--- src/rtl/kemf_pkg.sv ---
// Package for the key event macro filter.
// Holds payload structs, action and register codes, and the controller/datapath command types.
// No dependencies; every other file of the block refers to it by scoped names.
package kemf_pkg;

    // Default sizes of the macro table and of the last-fire time store.
    localparam int MAX_MACROS_DEF  = 16;
    localparam int DEDUP_CODES_DEF = 256;

    // Reset value of the duplicate window, in 100 ns units.
    localparam logic [31:0] DEDUP_RESET = 32'd150000;

    // Configuration register indexes.
    localparam int CFG_IDX_W = 2;
    localparam logic [CFG_IDX_W-1:0] CFG_MACRO_COUNT  = 2'd0;
    localparam logic [CFG_IDX_W-1:0] CFG_DEDUP_WINDOW = 2'd1;

    // Item kinds on the input channel.
    localparam logic KIND_KEY   = 1'b0;
    localparam logic KIND_TABLE = 1'b1;

    // Result actions.
    typedef logic [1:0] t_action;
    localparam t_action ACT_FORWARD   = 2'd0;
    localparam t_action ACT_DELIVER   = 2'd1;
    localparam t_action ACT_DUPLICATE = 2'd2;
    localparam t_action ACT_NO_READER = 2'd3;

    // Input item.
    typedef struct packed {
        logic        kind;
        logic [15:0] key_code;
        logic [15:0] key_flags;
        logic [63:0] now_time;
        logic        reader_waiting;
        logic [3:0]  table_index;
        logic [15:0] table_code;
    } t_key_in;

    // Result item.
    typedef struct packed {
        t_action     action;
        logic [15:0] out_code;
        logic [15:0] out_flags;
    } t_key_out;

    // Configuration write.
    typedef struct packed {
        logic [CFG_IDX_W-1:0] index;
        logic [31:0]          wdata;
    } t_cfg_wr;

    // Which decision the datapath latches as the result action.
    typedef enum logic [1:0] {
        RES_NONE,
        RES_SCAN,
        RES_TIME
    } t_res_sel;

    // Commands from the controller to the datapath.
    typedef struct packed {
        logic     clr_run;
        logic     tbl_wr;
        logic     capture;
        logic     scan_start;
        logic     scan_run;
        logic     time_rd;
        logic     time_wr;
        t_res_sel res_sel;
        logic     load_out;
    } t_dp_cmd;

    // Status from the datapath to the controller.
    typedef struct packed {
        logic clr_last;
        logic scan_done;
        logic hit;
        logic in_dedup;
        logic dup;
        logic out_free;
    } t_dp_sts;

endpackage

--- src/rtl/kemf_ctrl.sv ---
// Controller state machine of the key event macro filter.
// Sequences the clearing pass, the table scan, the time check and the result load.
// Depends on kemf_pkg for the command and status structs.
module kemf_ctrl (
    input  logic              i_clk,
    input  logic              i_rst_n,
    input  logic              i_in_valid,
    input  logic              i_in_kind,
    output logic              o_in_ready,
    input  kemf_pkg::t_dp_sts i_sts,
    output kemf_pkg::t_dp_cmd o_cmd
);

    typedef enum logic [2:0] {
        S_CLEAR,
        S_IDLE,
        S_SCAN,
        S_CHECK,
        S_DONE
    } t_state;

    t_state r_state;
    t_state n_state;
    logic   r_in_ready;
    logic   w_in_xfer;

    assign w_in_xfer  = i_in_valid && r_in_ready;
    assign o_in_ready = r_in_ready;

    // Next state and commands for the datapath.
    always_comb begin
        n_state = r_state;
        o_cmd   = '0;
        o_cmd.res_sel = kemf_pkg::RES_NONE;
        case (r_state)
            S_CLEAR: begin
                o_cmd.clr_run = 1'b1;
                if (i_sts.clr_last) begin
                    n_state = S_IDLE;
                end
            end
            S_IDLE: begin
                if (w_in_xfer) begin
                    if (i_in_kind == kemf_pkg::KIND_TABLE) begin
                        o_cmd.tbl_wr = 1'b1;
                    end else begin
                        o_cmd.capture    = 1'b1;
                        o_cmd.scan_start = 1'b1;
                        n_state          = S_SCAN;
                    end
                end
            end
            S_SCAN: begin
                o_cmd.scan_run = 1'b1;
                if (i_sts.scan_done) begin
                    if (i_sts.hit && i_sts.in_dedup) begin
                        o_cmd.time_rd = 1'b1;
                        n_state       = S_CHECK;
                    end else begin
                        o_cmd.res_sel = kemf_pkg::RES_SCAN;
                        n_state       = S_DONE;
                    end
                end
            end
            S_CHECK: begin
                o_cmd.res_sel = kemf_pkg::RES_TIME;
                o_cmd.time_wr = !i_sts.dup;
                n_state       = S_DONE;
            end
            S_DONE: begin
                if (i_sts.out_free) begin
                    o_cmd.load_out = 1'b1;
                    n_state        = S_IDLE;
                end
            end
            default: begin
                n_state = S_IDLE;
            end
        endcase
    end

    // State and registered input ready.
    always_ff @(posedge i_clk) begin
        if (!i_rst_n) begin
            r_state    <= S_CLEAR;
            r_in_ready <= 1'b0;
        end else begin
            r_state    <= n_state;
            r_in_ready <= (n_state == S_IDLE);
        end
    end

endmodule

--- config.mk ---
export PLATFORM = sky130hd
export DESIGN_NAME = kemf_ctrl
export DESIGN_NICKNAME = d
export VERILOG_FILES = /design/src/rtl/kemf_pkg.sv /design/src/rtl/kemf_ctrl.sv
export SDC_FILE = /design/constraint.sdc
export NUM_CORES = 1
export LEC_CHECK = 0
export BUFFER_PORTS_ARGS = -buffer_cell sky130_fd_sc_hd__buf_4
export CELL_PAD_IN_SITES_DETAIL_PLACEMENT = 1
export CELL_PAD_IN_SITES_GLOBAL_PLACEMENT = 1
export CORE_AREA = 2 2 39 41
export DETAILED_ROUTE_END_ITERATION = 8
export DIE_AREA = 0 0 41 43
export PLACE_DENSITY_LB_ADDON = 0.05
export SETUP_SLACK_MARGIN = 0.15
export SYNTH_ARGS = -nofsm -noshare
export SYNTH_HDL_FRONTEND = slang
export SYNTH_SLANG_ARGS = --single-unit
--- constraint.sdc ---
create_clock -name i_clk -period 3.4 [get_ports i_clk]
set_input_delay 0.34 -clock i_clk [delete_from_list [all_inputs] [get_ports i_clk]]
set_output_delay 0.34 -clock i_clk [all_outputs]
set_load 0.02 [all_outputs]
==> run metrics <==
status=completed; cell chosen for the clock root=clkbuf_4; Int Power=106 uW; minimum clock period after layout=between 1.5 and 2 ns; Pwr Total=approximately 140 uW; PwrDens=301 mW/mm^2; Reg2Reg Depth=4; Synth cell types=22; Worst Path Required=3.06 ns; synthesized cell area=293 um^2; Synthesized Nets=44; Synth area leader=dfxtp_1; WHS Path Cells=2; post-detail-place hpwl=670 um; Synth Warn #=0; post-synthesis mux area share=0.0342; WP data arrival=between 1 and 1.5 ns; Final Skew=0.00256 ns; CTS tree=yes; Switching Fraction=0.262; total global-route track usage=0.115; DR DRC count=0; ys async rst share=0; met3 Usage GRT=0.0157; post-synthesis adder-cell area fraction=0; Initial Util=0.212; die area=0.00176 mm^2; final setup violation count=0; ANT nets after route=0; fmax=0.568 GHz; Min-Delay Endpoint=r_state[1]; Mapped Avg Cell Area=8.61 um^2; max cap viols=0; Final #Nets=68; hold buffer count at cts=0; largest family of logic cells by synthesized area=simple AND/OR/NAND/NOR gates; initial antenna violation count=0; unrepaired setup endpoints after global routing=no; combinational power share=0.211; pins over their slew limit=0; initial DRC count=0; setup repair bufs after CTS=0; Synth Area in Compound Gates=0.120; Placed Instances=69; Crit path largest cell delay=0.47 ns; Row Count=14; htree depth=1; vias per inst=about 4.5; clock power share=0.414; Post-synth EDFFs=0; Reg area=80.1 um^2; fin crit share=0.518; VDD IR max=156 uV; post-DR wirelength/cell=11.5 um; met2 GRT Util=0.172; final wirelength=828 um; largest net degree at the start of global routing=9; reg-to-reg setup timing slack=approximately 2.1 ns; FF+latch count, synth=4; met1 GRT Util=0.132; WS Path Type=flop to output pin; Yosys top cell area share=0.274; Die Span X=41 um; Seq/Total Area, Yosys=0.274; Layout Utilization=0.345; gpl congestion=0.668; area growth from synthesis to layout=63.2%; ratio of cells with drive above 1 in the final layout=0.500; first-pass GRT wire length=1320 um; HP Start=i_rst_n; sw power=roughly 38 uW; drt pass-1 iters=1; endpoints failing hold=0; worst path cell trace=and2b_2 > and2_1 > nor2b_1 > buf_4; # diodes=0; gr ovfl total=0; FILL cells=approximately 180; vias in the first global route=315; area of the multi-input gates=between 150 and 200 um^2; Slowest cell on crit path=dfxtp_1; list of most frequent post-synthesis cells=dfxtp_1, and2_1, nor2_1; Resize count post-CTS=0; Leak=0.000233 uW; Inserted Clock Buffers=3; simple-gate share of the synthesized area=0.521; synthesized instance count=34; top-count cell post-synth=dfxtp_1; port buffer count=20; Worst Max-Slew Pin Slew=approximately 0.31 ns; Fin Setup TNS=0 ns; core area=0.00138 mm^2; clock sink count=4; worst skew pair latency=roughly 0.24 ns; Hold Path Class=input port to flop; number of top-level pins=21; worst reg2reg endpoint=o_in_ready; max_slew headroom=0.789; Worst Setup Start Kind=flop; Die H=43 um; top post-synthesis cells by area=dfxtp_1, and2_1, nor3b_4; dominant synthesized flop cell=dfxtp_1; crit path max fanout=8; Worst setup EP type=output pin; CTS max path bufs=2; DR vias=between 300 and 400; R2R Path Start=r_state[0]; Seq pwr share=0.375; GR peak layer=met2; Post-Synth XOR/XNOR Area=0; CTS clk-pin slew, worst paths=0.04 ns; fin cells=72
through the flow:
step	cell area [um^2]	hold WS [ns]	setup slack (ns)
3_5_place_dp	455	0.575	1.88
2_1_floorplan	293	0.458	1.78
6_report	478	0.331	1.64
4_1_cts	478	0.330	1.61
3_3_place_gp	455	0.575	1.90
5_1_grt	478	0.336	1.54
worst max path at each step:
stage	start	end	slack, ns	depth (start not counted)
after floorplan	r_state[2]	o_cmd[7]	1.78	4
after global placement	r_state[2]	o_cmd[3]	1.90	4
after detailed placement	r_state[2]	o_cmd[3]	1.88	4
after CTS	r_state[2]	o_cmd[7]	1.61	4
after global routing	r_state[2]	o_cmd[7]	1.54	4
final	r_state[2]	o_cmd[3]	1.64	4
layer usage:
| layer | share of wire | vias to the layer above | wire length (um) |
|---|---|---|---|
| li1 | - | 162 | - |
| met1 | 0.40 | 146 | 332 |
| met4 | 0.023 | 0 | 19 |
| met3 | 0.082 | 2 | 68 |
| met2 | 0.49 | 15 | 407 |
| met5 | 0 | - | 0 |
power groups by stage:
stage	sequential, uW	clock (uW)	combinational, uW
after CTS	54.1	62.1	30.9
final	53.9	59.5	30.3
after global routing	54.7	65.9	33.2
after floorplan	55.1	0	13.4
after detailed placement	54.6	0	30.7
after global placement	54.5	0	30.3
final cells by class:
cell class,count,area share
Clock buffer,3,0.0471
Inverter,2,0.0157
Multi-Input combinational cell,27,0.414
Sequential cell,4,0.168
Tap cell,16,0.0419
Timing Repair Buffer,20,0.314
sequential cells by signal, indices dropped and copies added, names as in the netlist:
register,cells
o_in_ready,1
r_state,3
cells by family (layout without fill, tap and decap cells):
family / count (synthesis) / in the layout
compound gates: 5 / 5
buf+inv: 3 / 25
flops: 4 / 4
mux: 1 / 1
simple gates: 21 / 21
cell usage in the layout, fill, tap and decap left out, types with 2 or more instances in the layout:
master / Yosys / final
buf_4: 1 / 20
dfxtp_1: 4 / 4
nor2_1: 3 / 3
and2_1: 3 / 3
clkbuf_4: 0 / 3
nand4_1: 2 / 2
inv_1: 2 / 2
nor2b_1: 2 / 2
a21boi_0: 2 / 2
nand3b_1: 2 / 2
critical path, delay by kind of cell, from the launching register on:
family,cells,cell delay (ns)
flops,1,0.47
buf+inv,1,0.15
simple gates,3,0.57
Note: power is estimated with default switching activity, not from simulation.
